`config.mk`:
```
export PLATFORM = sky130hd
export DESIGN_NAME = sonar_echo_range_to_duty_top
export DESIGN_NICKNAME = d
export VERILOG_FILES = /design/src/rtl/serd_pkg.sv /design/src/rtl/serd_edge_timer.sv /design/src/rtl/serd_range_band.sv /design/src/rtl/sonar_echo_range_to_duty_top.sv
export VERILOG_INCLUDE_DIRS = /design/src /design/src/rtl
export SDC_FILE = /design/constraint.sdc
export NUM_CORES = 1
export LEC_CHECK = 0
export ABC_CLOCK_PERIOD_IN_PS = 23200
export BUFFER_PORTS_ARGS = -buffer_cell sky130_fd_sc_hd__buf_2
export CAP_MARGIN = 25
export CORE_MARGIN = 2
export CORE_UTILIZATION = 40
export DETAILED_ROUTE_END_ITERATION = 8
export GPL_ROUTABILITY_DRIVEN = 0
export GPL_TIMING_DRIVEN = 0
export PLACE_DENSITY = 0.67
export SLEW_MARGIN = 5
export SYNTH_ARGS = -nofsm -noshare
export SYNTH_HDL_FRONTEND = slang
export SYNTH_SLANG_ARGS = --single-unit
```
`constraint.sdc`:
```
create_clock -name clk -period 23.2 [get_ports clk]
set_input_delay 2.32 -clock clk [delete_from_list [all_inputs] [get_ports clk]]
set_output_delay 2.32 -clock clk [all_outputs]
set_load 0.1 [all_outputs]
```
`src/rtl/sonar_echo_range_to_duty_top_macros.svh`:
```
// Assertion macros shared by the sonar echo ranging RTL.
`ifndef SONAR_ECHO_RANGE_TO_DUTY_TOP_MACROS_SVH
`define SONAR_ECHO_RANGE_TO_DUTY_TOP_MACROS_SVH

// Same-cycle implication, sampled on clk and quiet while rst_n is low.
`define SERD_ASSERT_NOW(lbl, ante, cons, msg) \
    lbl: assert property (@(posedge clk) disable iff (!rst_n) (ante) |-> (cons)) \
        else $error(msg);

// Next-cycle implication, sampled on clk and quiet while rst_n is low.
`define SERD_ASSERT_NEXT(lbl, ante, cons, msg) \
    lbl: assert property (@(posedge clk) disable iff (!rst_n) (ante) |=> (cons)) \
        else $error(msg);

`endif

```
`src/rtl/serd_pkg.sv`:
```
// Types and constants shared by the sonar echo ranging modules.
package serd_pkg;

    // Configuration register indexes.
    localparam logic [2:0] CFG_TIMEOUT_US     = 3'd0;
    localparam logic [2:0] CFG_DECIMATE_EDGES = 3'd1;
    localparam logic [2:0] CFG_CONFIRM_HITS   = 3'd2;
    localparam logic [2:0] CFG_NEAR_MIN       = 3'd3;
    localparam logic [2:0] CFG_NEAR_MID_EDGE  = 3'd4;
    localparam logic [2:0] CFG_MID_FAR_EDGE   = 3'd5;
    localparam logic [2:0] CFG_FAR_MAX        = 3'd6;

    // Band codes.
    localparam logic [1:0] BAND_NONE = 2'd0;
    localparam logic [1:0] BAND_NEAR = 2'd1;
    localparam logic [1:0] BAND_MID  = 2'd2;
    localparam logic [1:0] BAND_FAR  = 2'd3;

    // Duty levels.
    localparam logic [6:0] DUTY_OFF  = 7'd0;
    localparam logic [6:0] DUTY_NEAR = 7'd100;
    localparam logic [6:0] DUTY_MID  = 7'd75;
    localparam logic [6:0] DUTY_FAR  = 7'd50;

    localparam logic [3:0] RUN_MAX = 4'd15;

    // Division by 147 as a multiply by ceil(2^23 / 147). The error term
    // 94 * 65535 stays below 2^23, so the quotient is exact for 16-bit widths.
    localparam logic [15:0] DIV_RECIP = 16'd57066;
    localparam int          DIV_SHIFT = 23;

    typedef struct packed {
        logic [15:0] timeout_us;
        logic [3:0]  decimate_edges;
        logic [3:0]  confirm_hits;
        logic [8:0]  near_min;
        logic [8:0]  near_mid_edge;
        logic [8:0]  mid_far_edge;
        logic [8:0]  far_max;
    } serd_cfg_t;

    // Flow control of one pipeline stage: load a new item, or let the
    // held item go downstream.
    typedef struct packed {
        logic load;
        logic drain;
    } serd_flow_t;

endpackage

```
`src/rtl/serd_edge_timer.sv`:
```
// Edge timing stage: arming, start stamp, width, timeout and decimation.
module serd_edge_timer (
    input  logic                  clk,
    input  logic                  rst_n,
    input  serd_pkg::serd_flow_t  flow,
    input  serd_pkg::serd_cfg_t   cfg,
    input  logic [31:0]           time_us,
    output logic                  eval_valid,
    output logic [15:0]           eval_width
);
    import serd_pkg::*;

    logic        armed_reg, armed_next;
    logic        parity_reg, parity_next;
    logic [31:0] stamp_reg, stamp_next;
    logic [15:0] held_reg, held_next;
    logic [3:0]  count_reg, count_next;
    logic        valid_reg, valid_next;
    logic [31:0] width;
    logic [3:0]  count_inc;
    logic        timed_out;
    logic        hit_eval;

    always_comb
    begin
        armed_next  = armed_reg;
        parity_next = parity_reg;
        stamp_next  = stamp_reg;
        held_next   = held_reg;
        count_next  = count_reg;
        valid_next  = valid_reg & ~flow.drain;

        parity_next = ~parity_reg;
        width       = parity_next ? (time_us - stamp_reg) : {16'd0, held_reg};
        timed_out   = (width >= {16'd0, cfg.timeout_us});
        count_inc   = count_reg + 4'd1;
        hit_eval    = (count_inc == cfg.decimate_edges);
        parity_next = parity_reg;

        if (flow.load)
        begin
            if (!armed_reg)
            begin
                armed_next = 1'b1;
                valid_next = 1'b0;
            end
            else
            begin
                parity_next = ~parity_reg;
                if (!parity_next)
                begin
                    stamp_next = time_us;
                end
                armed_next = ~timed_out;
                held_next  = timed_out ? 16'd0 : width[15:0];
                count_next = hit_eval ? 4'd0 : count_inc;
                valid_next = hit_eval;
            end
        end
    end

    always_ff @(posedge clk or negedge rst_n)
    begin
        if (!rst_n)
        begin
            armed_reg  <= 1'b0;
            parity_reg <= 1'b1;
            stamp_reg  <= 32'd0;
            held_reg   <= 16'd0;
            count_reg  <= 4'd0;
            valid_reg  <= 1'b0;
        end
        else
        begin
            armed_reg  <= armed_next;
            parity_reg <= parity_next;
            stamp_reg  <= stamp_next;
            held_reg   <= held_next;
            count_reg  <= count_next;
            valid_reg  <= valid_next;
        end
    end

    assign eval_valid = valid_reg;
    assign eval_width = held_reg;

endmodule

```
`src/rtl/serd_range_band.sv`:
```
// Range stage: distance by constant divide, band sorting, hit runs and duty.
module serd_range_band (
    input  logic                  clk,
    input  logic                  rst_n,
    input  serd_pkg::serd_flow_t  flow,
    input  serd_pkg::serd_cfg_t   cfg,
    input  logic [15:0]           width,
    output logic                  res_valid,
    output logic [8:0]            distance,
    output logic [1:0]            band,
    output logic [6:0]            duty
);
    import serd_pkg::*;

    logic [31:0] product;
    logic [8:0]  quotient;
    logic        in_near, in_mid, in_far;
    logic [3:0]  near_bump, mid_bump, far_bump;

    logic       valid_reg, valid_next;
    logic [8:0] dist_reg, dist_next;
    logic [1:0] band_reg, band_next;
    logic [3:0] near_run_reg, near_run_next;
    logic [3:0] mid_run_reg, mid_run_next;
    logic [3:0] far_run_reg, far_run_next;
    logic [6:0] duty_reg, duty_next;

    assign product  = 32'(width) * 32'(DIV_RECIP);
    assign quotient = product[DIV_SHIFT +: 9];

    assign in_near = (quotient >= cfg.near_min) && (quotient < cfg.near_mid_edge);
    assign in_mid  = (quotient >= cfg.near_mid_edge) && (quotient < cfg.mid_far_edge);
    assign in_far  = (quotient >= cfg.mid_far_edge) && (quotient <= cfg.far_max);

    assign near_bump = (near_run_reg == RUN_MAX) ? RUN_MAX : near_run_reg + 4'd1;
    assign mid_bump  = (mid_run_reg == RUN_MAX) ? RUN_MAX : mid_run_reg + 4'd1;
    assign far_bump  = (far_run_reg == RUN_MAX) ? RUN_MAX : far_run_reg + 4'd1;

    always_comb
    begin
        valid_next    = valid_reg & ~flow.drain;
        dist_next     = dist_reg;
        band_next     = band_reg;
        near_run_next = near_run_reg;
        mid_run_next  = mid_run_reg;
        far_run_next  = far_run_reg;
        duty_next     = duty_reg;

        if (flow.load)
        begin
            valid_next = 1'b1;
            dist_next  = quotient;
            if (in_near)
            begin
                band_next     = BAND_NEAR;
                near_run_next = near_bump;
                mid_run_next  = 4'd0;
                far_run_next  = 4'd0;
                if (near_bump >= cfg.confirm_hits)
                begin
                    duty_next = DUTY_NEAR;
                end
            end
            else if (in_mid)
            begin
                band_next     = BAND_MID;
                mid_run_next  = mid_bump;
                near_run_next = 4'd0;
                far_run_next  = 4'd0;
                if (mid_bump >= cfg.confirm_hits)
                begin
                    duty_next = DUTY_MID;
                end
            end
            else if (in_far)
            begin
                band_next     = BAND_FAR;
                far_run_next  = far_bump;
                near_run_next = 4'd0;
                mid_run_next  = 4'd0;
                if (far_bump >= cfg.confirm_hits)
                begin
                    duty_next = DUTY_FAR;
                end
            end
            else
            begin
                band_next = BAND_NONE;
                duty_next = DUTY_OFF;
            end
        end
    end

    always_ff @(posedge clk or negedge rst_n)
    begin
        if (!rst_n)
        begin
            valid_reg    <= 1'b0;
            near_run_reg <= 4'd0;
            mid_run_reg  <= 4'd0;
            far_run_reg  <= 4'd0;
            duty_reg     <= DUTY_OFF;
        end
        else
        begin
            valid_reg    <= valid_next;
            near_run_reg <= near_run_next;
            mid_run_reg  <= mid_run_next;
            far_run_reg  <= far_run_next;
            duty_reg     <= duty_next;
        end
    end

    always_ff @(posedge clk)
    begin
        dist_reg <= dist_next;
        band_reg <= band_next;
    end

    assign res_valid = valid_reg;
    assign distance  = dist_reg;
    assign band      = band_reg;
    assign duty      = duty_reg;

endmodule

```
`src/rtl/sonar_echo_range_to_duty_top.sv`:
```
// Top level of the sonar echo ranging block: ports, configuration and pipeline control.
// Path: input register, edge timing register, then result register to the master side.
// Throughput: one request per cycle, bounded only by m_tready; the edge timing stage
// updates its state once per request, the range stage once per evaluation passed on.
// Reset: rst_n clears the control state asynchronously; it comes up disarmed with the
// documented register defaults (timeout 30000, decimation 5, confirm 3, bands 7/18/37/50).
`include "sonar_echo_range_to_duty_top_macros.svh"

module sonar_echo_range_to_duty_top (
    input  logic        clk,
    input  logic        rst_n,
    // Input stream: tdata[31:0] = time_us.
    input  logic        s_tvalid,
    output logic        s_tready,
    input  logic [31:0] s_tdata,
    // Result stream: tdata[8:0] = distance, [10:9] = band, [17:11] = duty,
    // [23:18] = zero.
    output logic        m_tvalid,
    input  logic        m_tready,
    output logic [23:0] m_tdata,
    // Configuration write channel.
    input  logic        cfg_valid,
    output logic        cfg_ready,
    input  logic [2:0]  cfg_index,
    input  logic [15:0] cfg_data
);
    import serd_pkg::*;

    // The pipeline has three registers: the input register, the edge timing
    // register and the result register. Each one may take a new request when
    // it is empty or when its content moves on in the same cycle, so the
    // ready chain runs back from m_tready through all three.

    serd_cfg_t   cfg_reg, cfg_next;

    logic        in_valid_reg, in_valid_next;
    logic [31:0] in_time_reg;

    logic        eval_valid;
    logic [15:0] eval_width;
    logic        res_valid;
    logic [8:0]  distance;
    logic [1:0]  band;
    logic [6:0]  duty;

    logic        out_free;
    logic        eval_free;
    logic        in_free;
    serd_flow_t  timer_flow;
    serd_flow_t  range_flow;

    assign out_free  = ~res_valid | m_tready;
    assign eval_free = ~eval_valid | out_free;
    assign in_free   = ~in_valid_reg | eval_free;

    assign s_tready  = in_free;
    assign cfg_ready = 1'b1;

    // The timing stage consumes the input register when it has room; its own
    // held evaluation drains whenever the range stage can take it.
    assign timer_flow.load  = in_valid_reg & eval_free;
    assign timer_flow.drain = out_free;

    assign range_flow.load  = eval_valid & out_free;
    assign range_flow.drain = m_tready;

    // Configuration registers. Writes must arrive only while the block is idle;
    // this is not enforced. Stages read them directly; unknown indexes are ignored.
    always_comb
    begin
        cfg_next = cfg_reg;
        if (cfg_valid)
        begin
            case (cfg_index)
                CFG_TIMEOUT_US:     cfg_next.timeout_us     = cfg_data;
                CFG_DECIMATE_EDGES: cfg_next.decimate_edges = cfg_data[3:0];
                CFG_CONFIRM_HITS:   cfg_next.confirm_hits   = cfg_data[3:0];
                CFG_NEAR_MIN:       cfg_next.near_min       = cfg_data[8:0];
                CFG_NEAR_MID_EDGE:  cfg_next.near_mid_edge  = cfg_data[8:0];
                CFG_MID_FAR_EDGE:   cfg_next.mid_far_edge   = cfg_data[8:0];
                CFG_FAR_MAX:        cfg_next.far_max        = cfg_data[8:0];
                default:            cfg_next                = cfg_reg;
            endcase
        end
    end

    always_ff @(posedge clk or negedge rst_n)
    begin
        if (!rst_n)
        begin
            cfg_reg.timeout_us     <= 16'd30000;
            cfg_reg.decimate_edges <= 4'd5;
            cfg_reg.confirm_hits   <= 4'd3;
            cfg_reg.near_min       <= 9'd7;
            cfg_reg.near_mid_edge  <= 9'd18;
            cfg_reg.mid_far_edge   <= 9'd37;
            cfg_reg.far_max        <= 9'd50;
        end
        else
        begin
            cfg_reg <= cfg_next;
        end
    end

    // Input register: it fills on an accepted request and empties when the
    // timing stage takes the request without a new one arriving.
    always_comb
    begin
        in_valid_next = in_valid_reg;
        if (s_tvalid && in_free)
        begin
            in_valid_next = 1'b1;
        end
        else if (timer_flow.load)
        begin
            in_valid_next = 1'b0;
        end
    end

    always_ff @(posedge clk or negedge rst_n)
    begin
        if (!rst_n)
        begin
            in_valid_reg <= 1'b0;
        end
        else
        begin
            in_valid_reg <= in_valid_next;
        end
    end

    always_ff @(posedge clk)
    begin
        if (s_tvalid && in_free)
        begin
            in_time_reg <= s_tdata;
        end
    end

    serd_edge_timer u_edge_timer (
        .clk        (clk),
        .rst_n      (rst_n),
        .flow       (timer_flow),
        .cfg        (cfg_reg),
        .time_us    (in_time_reg),
        .eval_valid (eval_valid),
        .eval_width (eval_width)
    );

    serd_range_band u_range_band (
        .clk       (clk),
        .rst_n     (rst_n),
        .flow      (range_flow),
        .cfg       (cfg_reg),
        .width     (eval_width),
        .res_valid (res_valid),
        .distance  (distance),
        .band      (band),
        .duty      (duty)
    );

    assign m_tvalid = res_valid;
    assign m_tdata  = {6'd0, duty, band, distance};

    // A stalled input side can only come from a full pipeline held by the sink.
    `SERD_ASSERT_NOW(a_stall_source, !s_tready, m_tvalid && !m_tready,
        "input stalled without a held result")
    // A result outside every band always turns the feedback off.
    `SERD_ASSERT_NOW(a_none_is_off, m_tvalid && (band == BAND_NONE), duty == DUTY_OFF,
        "duty not zero outside the bands")
    // The duty only takes one of its four levels.
    `SERD_ASSERT_NOW(a_duty_level, m_tvalid,
        (duty == DUTY_OFF) || (duty == DUTY_NEAR) || (duty == DUTY_MID) || (duty == DUTY_FAR),
        "duty off its levels")
    // A 16-bit width divided by 147 never exceeds 445.
    `SERD_ASSERT_NOW(a_dist_range, m_tvalid, distance <= 9'd445,
        "distance out of range")
    // A held evaluation that the range stage takes turns into a result next cycle.
    `SERD_ASSERT_NEXT(a_eval_to_result, range_flow.load, m_tvalid,
        "evaluation lost between stages")

endmodule
```
Word level (Yosys, flattened, before mapping):

Index checks and enable logic that the tools add are counted.

* word-level logic and storage cells: 111
* input port bits: 56
* register bits after elaboration: 179
* output and inout bits: 27

* multiplexer cells: 28
* multipliers: 1
* reduce and logical (&&, ||, !) cells: 18
* $lt $le $gt $ge: 10
* $add $sub $neg: 5
* equality and inequality tests: 13
* bitwise operators: 14

Operator list (number)
* $mux W4: 12
* $mux W7: 6
* $ge A32 B16 Y1: 1
* $mux W32: 1
* $sub A32 B32 Y32: 1
* $mul A16 B15 Y31 const B: 1
* $ge A9 B9 Y1: 3
* $lt A9 B9 Y1: 2
* $reduce_and A2 Y1: 9
* $add A4 B1 Y4 const B: 4
* $mux W16: 1
* $eq A4 B4 Y1 const B: 3
* $ge A4 B4 Y1: 3
* $eq A3 B3 Y1 const B: 3
* $le A9 B9 Y1: 1
* $not A1 Y1: 7
* $eq A3 B2 Y1 const B: 2
* $mux W1: 6
* $and A1 B1 Y1: 4
* $eq A4 B4 Y1: 1
* $logic_and A1 B1 Y1: 4
* $mux W2: 2
* $ne A4 B2 Y1 const B: 1
* $reduce_and A4 Y1: 1
* 8 further kinds: 10

Logic depth before layout (Yosys ltp):

Gate-level depths: netlist of run 1.

* depth in word-level cells: 7
* mapped depth: 34
* gate-level depth less buffers: 33

Modules after synthesis:

From an unflattened synthesis of run 1, not the netlist that was laid out.

* cell total of the unflattened synthesis: 1483
* area, all modules: 15822.7 um^2

Modules (own cells, without submodules)
* serd_range_band: cells each 717, seq. area each 805.8 um^2, area an instance 7277.0 um^2, instances 1
* serd_edge_timer: cells each 584, seq. area each 1377.6 um^2, area an instance 5081.1 um^2, instances 1
* sonar_echo_range_to_duty_top: cells each 182, seq. area each 2514.9 um^2, area an instance 3464.6 um^2, instances 1

Least setup slack after synthesis of run 1:

OpenSTA, ideal clock, no wires.

* path kind: flip-flop to flip-flop
* start point: register u_edge_timer.held_reg[4] (netlist: u_edge_timer.eval_width[4])
* end point: register u_range_band.duty_reg[1] (netlist: u_range_band.duty[1])
* stages on the path, launching flop included: 31
* required time: 23.075 ns
* data arrival time: 7.822 ns
* path slack: 15.253 ns
* path buffers: 0
* library setup time: 0.125 ns
* clock period less this slack: 7.947 ns
* cells stage by stage: dfrtp_1 -> inv_1 -> fa_1 -> fa_1 -> inv_1 -> fa_1 -> fa_1 -> fa_1 -> inv_1 -> fa_1 -> inv_1 -> ha_1 -> o21ai_0 -> a21oi_1 -> a211oi_1 -> o21ai_0 -> a31o_2 -> and2_1 -> nor2_1 -> xnor2_1 -> ha_1 -> a21o_1 -> a21oi_1 -> nor2b_1 -> o31a_1 -> o21a_1 -> nor4_2 -> o21bai_1 -> nor2_1 -> a21oi_2 -> mux2_2

* cells in the longest elaborated chain, start to end: 6
* elaborated cells on any way between the ends: 17
* classes of those cells: mul: 1; order compare: 6; eq/ne: 3; mux: 3; reduce/logical: 4

RTL lines
* start, declared: line serd_edge_timer.sv:16 `logic [15:0] held_reg, held_next;`
* start signal, assigned: line serd_edge_timer.sv:78 `held_reg <= held_next;`
* $mul A16 B15 Y31 *: line serd_range_band.sv:28 `assign product = 32'(width) * 32'(DIV_RECIP);`
* via u_range_band.product[27]: line serd_range_band.sv:15 `logic [31:0] product;`
* $ge A9 B9 Y1 / $le A9 B9 Y1 (equally long branches): line serd_range_band.sv:33 `assign in_far = (quotient >= cfg.mid_far_edge) && (quotient <= cfg.far_max);`
* $logic_and A1 B1 Y1: line serd_range_band.sv:33
* $mux W7: line serd_range_band.sv:75 `else if (in_far)`
* $mux W7: line serd_range_band.sv:64 `else if (in_mid)`
* $mux W7: line serd_range_band.sv:53 `if (in_near)`
* end signal, assigned: line serd_range_band.sv:110 `duty_reg <= duty_next;`
* end, declared: line serd_range_band.sv:26 `logic [6:0] duty_reg, duty_next;`

The timed path passes the listed nets; every way through them passes the cells marked *.
A chain may end at the register's enable or synchronous reset.

Worst setup path after layout of run 1:

* start point: register u_edge_timer.held_reg[10] (netlist: u_edge_timer.eval_width[10])
* end point: register u_range_band.mid_run_reg[3]

* cells in the longest elaborated chain, start to end: 5
* elaborated cells on any way between the ends: 14
* classes of those cells: mul: 1; order compare: 6; mux: 2; reduce/logical: 5

RTL lines
* $mul A16 B15 Y31 *: line serd_range_band.sv:28
* via u_range_band.product[24]: line serd_range_band.sv:15
* $ge A9 B9 Y1, or another cell as far along: line serd_range_band.sv:33
* $logic_and A1 B1 Y1 (on tied branches): line serd_range_band.sv:33, serd_range_band.sv:31, serd_range_band.sv:32
* $reduce_bool A3 Y1 (no source line) / $mux W4 (equally long branches)
* $reduce_and A2 Y1 (no source line) / $mux W4 (equally long branches)
* end signal, assigned: line serd_range_band.sv:108 `mid_run_reg <= mid_run_next;`
* end, declared: line serd_range_band.sv:24 `logic [3:0] mid_run_reg, mid_run_next;`

Marks and branches as above.

==> results of run 1 <==
==> area by class of cell <==
type	count	area, sq um
fillers	3574	20730
plain buffers	38	183.9
multi-input cells	1024	9463
clock inverters	12	135.1
repair buffers	75	406.6
clock buffers	20	436.7
flip-flops and latches	178	4698
well taps	511	639.4
inverters	259	972.2
==> placed cells by master, fill, tap and decap left out, drive strengths merged, types with 62 or more instances in the layout <==
cell / instances
ha: 210
nand2: 102
dfrtp: 112
fa: 115
a21oi: 62
mux2: 72
buf: 91
inv: 261
o21ai: 81
==> worst max-delay path by stage <==
stage                     slack [ns]  cells after the start                         from                           to
after floorplan                15.25                     30   u_edge_timer.eval_width[4]         u_range_band.duty[1]
after global routing           12.87                     28  u_edge_timer.eval_width[10]  u_range_band.far_run_reg[2]
after detailed placement       13.58                     28  u_edge_timer.eval_width[10]         u_range_band.duty[1]
after global placement         13.64                     28  u_edge_timer.eval_width[10]         u_range_band.duty[1]
after CTS                      13.56                     28  u_edge_timer.eval_width[10]         u_range_band.duty[1]
final                          13.52                     28  u_edge_timer.eval_width[10]  u_range_band.mid_run_reg[3]
==> per-layer routing <==
metal / vias to the layer above / wire length, um / global-route usage (%)
met5: - / 0 / 0
met2: 224 / 16020 / 29.18
li1: 5326 / - / -
met1: 5302 / 15760 / 24.87
met3: 39 / 1380 / 2.633
met4: 0 / 559 / 5.295
==> power by group through the flow <==
stage / clock network [mW] / logic (mW) / registers [mW]
floorplan: 0 / 0.494 / 0.484
global placement: 0 / 0.685 / 0.438
detailed placement: 0 / 0.701 / 0.442
CTS: 0.293 / 0.707 / 0.436
global route: 0.305 / 0.789 / 0.445
finish: 0.284 / 0.709 / 0.436
==> cell usage after synthesis (all sizes together), types with 6 or more instances <==
library cell / n / area share [%]
xnor2: 20 / 1.1
nand2b: 17 / 0.70
nor4: 6 / 0.38
o21ai: 81 / 2.7
dfstp: 23 / 4.0
o21a: 11 / 0.54
and2: 10 / 0.41
xor2: 17 / 0.97
o211ai: 10 / 0.49
nand2: 102 / 2.5
ha: 210 / 17
inv: 259 / 6.4
a211oi: 13 / 0.79
clkbuf: 21 / 0.52
a31oi: 9 / 0.37
a21oi: 62 / 2.1
dfrtp: 112 / 18
fa: 115 / 15
a31o: 6 / 0.34
nor3: 20 / 0.69
mux2: 72 / 5.3
nor2b: 11 / 0.45
nand3: 37 / 1.2
edfxtp: 43 / 8.4
nand4: 36 / 1.5
nor2: 43 / 1.1
a21o: 34 / 1.7
buf: 17 / 0.69
==> worst max-delay path, delay by kind of cell, from the launching register on <==
kind / cells / cell delay [ns]
AOI/OAI and AO/OA: 13 / 3.69
adders and majority gates: 8 / 3.55
DFF: 1 / 0.65
xor gates and xnor gates: 1 / 0.63
and+or+nand+nor: 3 / 0.53
buffers and inverters: 3 / 0.51
==> kinds of logic after synthesis <==
logic type	after synthesis	synth area share, %
AOI/OAI and AO/OA	280	12.06
xor gates and xnor gates	37	2.118
adders and majority gates	325	32.23
buffers and inverters	297	7.558
DFF	178	30.71
muxes	74	5.431
other	2	0.04909
and+or+nand+nor	301	9.848
==> flow_summary.yaml, run 1 <==
sta:
  tightest_slew_ns: 0.9280
  finalCritPeriodShare_pct: 41.74
  finalCriticalPeriod_ns: 9.684
  slew_headroom_pct: 37.62
  finClkSkew_ns: 0.008682
  rsz0062_at_grt: "false"
  setup_tns_ns: 0
  drv_slew: 0
  setup_viol: 0
  holdWs_ns: 0.4820
  fmax_mhz: 103.3
  finalHoldViolations: 0
  fin_ws_ns: 13.52
clock_tree:
  clockBufferDepth: 2
  cts_hold_buf: 0
  cts_tree: "done"
  clock_insertion_delay_worst_skew_ns: 0.45
  cts-root-buf: "clkbuf_16"
  cts_resized: 0
  cts_htree_levels: 4
  numCtsBuffers: 17
  cts.sinks: 178
  post-cts-setup-buffer-count: 0
  cts.clk_slew.worst_paths_ns: 0.06
power_and_ir_drop:
  ir_drop_mv: 0.06577
  seqPwrFrac_pct: 30.5
  power.clock.fraction_pct: 19.9
  netSwitchingFraction_pct: 42.41
  p_total_mw: 1.429
  leakage_nw: 8.607
  pwr-share-comb_pct: 49.6
  p_int_mw: 0.8229
  cellPowerDensity_nw_per_um2: 84.37
  power_switching_mw: 0.6059
critical_path:
  crit_slowest_cell: "a2111oi_0"
  critPathMaxStageDelay_ns: 0.75
  r2r-end: "u_range_band.mid_run_reg[3]"
  startpoint_type: "flop"
  r2r_slack_ns: 13.52
  path_class: "reg -> reg"
  end_kind: "flop"
  worstPathMaxFanout: 10
  r2r_cells: 28
  arrival_ns: 10.01
  cp.required_ns: 23.53
  reg2reg_from: "u_edge_timer.eval_width[10]"
  path_common_cell: "fa_1"
finish:
  layout-drive-gt1-share_pct: 14.45
  final_util_pct: 44.96
  nets: 1974
  antenna_cells: 0
  largest_register_ffs: 60
  area_growth_pct: 10.71
  finalInstanceArea_sq_um: 16940
  final_cells: 2117
global_route:
  grt_pass1_vias: 11160
  grt_max_degree: 85
  grt_usage_pct: 17.96
  grt_overflow: 0
  antenna_found_initial: 0
  grt_pass1_wl_um: 56500
drt:
  vias_per_cell: 5.145
  drt_iter0_markers: 585
  first_pass_iters: 5
  drt_wl_total_um: 33720
  wl_per_cell_um: 15.93
  ant_nets: 0
  num_vias: 10890
  drc: 0
yosys:
  synthesis.area_sq_um: 15300
  synth_cells: 1494
  synth_cell_types: 76
  yosysWarnings: 0
  synth_edf_count: 43
  ys_ff_latch: 178
  syn_area_per_cell_sq_um: 10.24
  async_flop_share_pct: 75.84
  synth_ff_type: "dfrtp_1"
  ys_seq_area_share_pct: 30.71
floorplanning:
  io_pins: 83
  initial_core_util_pct: 40.61
  die_h_um: 199.6
  core_area_sq_um: 37670
  die-area_sq_um: 39820
  die_w_um: 199.6
  rows: 71
place:
  dp_slack_ns: 13.58
  dp_cells: 2084
  dp_hpwl_um: 27310
  numPortBuffers: 73
  post_dp_cell_area_sq_um: 16360
worst_hold_path:
  hold_depth: 1
  hold_start: "u_range_band.duty[4]"
  whs_endpoint: "u_range_band.duty[4]"
  hold_path.class: "reg -> reg"
job:
  cap_violations: 0
run_status:
  status: "finished clean"
No activity file was read; power rests on OpenSTA's default activity.
==> run 2, diff against run 1 <==
--- a/config.mk
+++ b/config.mk
@@ -6,7 +6,7 @@
 export SDC_FILE = /design/constraint.sdc
 export NUM_CORES = 1
 export LEC_CHECK = 0
-export ABC_CLOCK_PERIOD_IN_PS = 23200
+export ABC_CLOCK_PERIOD_IN_PS = 9630
 export BUFFER_PORTS_ARGS = -buffer_cell sky130_fd_sc_hd__buf_2
 export CAP_MARGIN = 25
 export CORE_MARGIN = 2
==> constraint.sdc (replaced) <==
create_clock -name clk -period 9.63 [get_ports clk]
set_input_delay 0.963 -clock clk [delete_from_list [all_inputs] [get_ports clk]]
set_output_delay 0.963 -clock clk [all_outputs]
set_load 0.1 [all_outputs]
==> run 2 against run 1 <==
Net effect:
- via count rose by 0.34%
- critical endpoint is now u_range_band.duty[1]
- non-clock buffer count rose by 2
- combinational power rose by 140%
- clock power rose by 140%
- sequential share of layout area fell by 0.074 points
- power rose by 140%
- clock skew barely moved
- wire length rose by 0.39%
- count of clock-buffer cells in the layout did not move
- worst hold slack got worse by 0.033 ns
- flip-flop and latch count did not move
- highest routed layer unchanged
==> flow_summary.yaml, run 2 (synthesized netlist as in run 1, its figures left out) <==
drt:
  drc: 0
  first_pass_iters: 5
  ant_nets: 0
  wl_per_cell_um: 15.97
  drt_iter0_markers: 593
  num_vias: 10930
  drt_wl_total_um: 33850
  vias_per_cell: 5.157
critical_path:
  critPathLaunch: "u_edge_timer.eval_width[10]"
  worstPathMaxFanout: 9
  cp.required_ns: 9.96
  path_class: "reg -> reg"
  arrival_ns: 9.43
  startpoint_type: "flop"
  reg2reg_from: "u_edge_timer.eval_width[10]"
  r2r_slack_ns: 0.54
  end_kind: "flop"
finish:
  antenna_cells: 0
  final_cells: 2119
  n_fill_cell: 3565
  nets: 1976
  layout-drive-gt1-share_pct: 14.80
  area_growth_pct: 11.00
  largest_register_ffs: 60
  final_common_cell: "inv_1"
  final_cell_mix: "inv_1 (259), ha_1 (210), fa_1 (115), dfrtp_1 (112), nand2_1 (101)"
global_route:
  grt_pass1_vias: 11170
  antenna_found_initial: 0
  grt_overflow: 0
  grt_max_degree: 85
  grt_usage_pct: 17.98
  grt_pass1_wl_um: 56570
floorplanning:
  initial_core_util_pct: 40.61
  die-area_sq_um: 39820
  core_area_sq_um: 37670
  die_w_um: 199.6
  rows: 71
  die_h_um: 199.6
  io_pins: 83
sta:
  finalCriticalPeriod_ns: 9.095
  finalHoldViolations: 0
  rsz0062_at_grt: "false"
  holdWs_ns: 0.4486
  slew_headroom_pct: 45.31
  setup_viol: 0
  finalCritPeriodShare_pct: 94.44
  setup_tns_ns: 0
  drv_slew: 0
  tightest_slew_ns: 0.8203
  finClkSkew_ns: 0.008562
  fmax_mhz: 110.0
clock_tree:
  cts_htree_levels: 4
  cts.sinks: 178
  numCtsBuffers: 17
  clockBufferDepth: 2
  cts_hold_buf: 0
  cts-root-buf: "clkbuf_16"
  cts.clk_slew.worst_paths_ns: 0.07
  clock_insertion_delay_worst_skew_ns: 0.45
  cts_tree: "done"
job:
  cap_violations: 0
run_status:
  status: "finished clean"
worst_hold_path:
  hold_path.class: "in -> async"
power_and_ir_drop:
  cellPowerDensity_nw_per_um2: 203.1
  ir_drop_mv: 0.1588
  leakage_nw: 8.624
  p_total_mw: 3.448
place:
  dp_cells: 2084
  dp_hpwl_um: 27310
  numPortBuffers: 73
## run 2: changes by cell type in the layout (fill, tap and decap cells not counted), sizes merged
| cell | delta |
|---|---|
| buf | +2 |
## run 2: path summary, 6_finish.rpt
kind,to,cells after the start
setup / recovery,u_range_band.duty[1],27
hold / removal,u_range_band.mid_run_reg[1],1
setup reg to reg,u_range_band.duty[1],27
hold reg to reg,u_range_band.duty[4],1
max in group asynchronous,cfg_reg[5],2
min in group clk,u_range_band.duty[4],1
## run 2: cell type report
| type | instances | area, sq um | share of cell area (%) |
|---|---|---|---|
| inverter | 259 | 972.2 | 5.725 |
| sequential | 178 | 4698 | 27.67 |
| buffer | 38 | 185.2 | 1.091 |
| clock inverter | 12 | 135.1 | 0.7958 |
| timing repair buffer | 77 | 421.7 | 2.483 |
| multi-input combinational | 1024 | 9492 | 55.90 |
| clock buffer | 20 | 436.7 | 2.572 |
| tap | 511 | 639.4 | 3.765 |
## run 2: what timing repair did
item,in CTS,in global routing
endpoints found under the setup margin,6,14
pin swaps,0,1
gates resized for setup,2,5
buffers inserted,0,2
hold endpoints to repair,0,0
## run 2: power by group
group	leakage (nW)	switching, mW	internal, mW	total [mW]
Clock	0.274	0.302	0.383	0.685
Sequential	2.06	0.0884	0.962	1.05
Combinational	6.29	1.07	0.638	1.71
Total	8.62	1.46	1.98	3.45
## run 2: metrics by stage
stage / worst slack, ns / utilization, % / cell area (sq um)
6_report: 0.5351 / 45.08 / 16980
5_1_grt: 0.04269 / 45.08 / 16980
4_1_cts: 0.08074 / 44.97 / 16940
3_5_place_dp: 0.008564 / 43.42 / 16360
3_3_place_gp: 0.07348 / 43.33 / 16320
2_1_floorplan: 1.683 / - / 15320
## run 2: critical path: stages (launching register included)
cell	delay [ns]
dfrtp_1	0.64
ha_1	0.37
fa_1	0.49
fa_1	0.52
inv_1	0.05
fa_1	0.46
fa_1	0.55
inv_1	0.07
fa_1	0.47
ha_1	0.32
and3_1	0.17
a221o_1	0.30
a31oi_1	0.35
o21ai_0	0.21
a21o_1	0.20
a2111oi_0	0.48
o41ai_1	0.20
xor2_2	0.44
ha_1	0.33
a21o_1	0.16
a21oi_1	0.19
o21ai_0	0.13
a2111oi_2	0.51
o21ai_0	0.14
a21o_1	0.30
o31ai_1	0.47
a21oi_2	0.15
mux2_2	0.30
## run 2: layer usage
metal | share of wire (%) | wire, um | GRT usage [%]
met1 | 47 | 15890 | 24.86
met2 | 47 | 16030 | 29.24
met3 | 4.0 | 1366 | 2.633
met4 | 1.7 | 562 | 5.295
met5 | 0 | 0 | 0
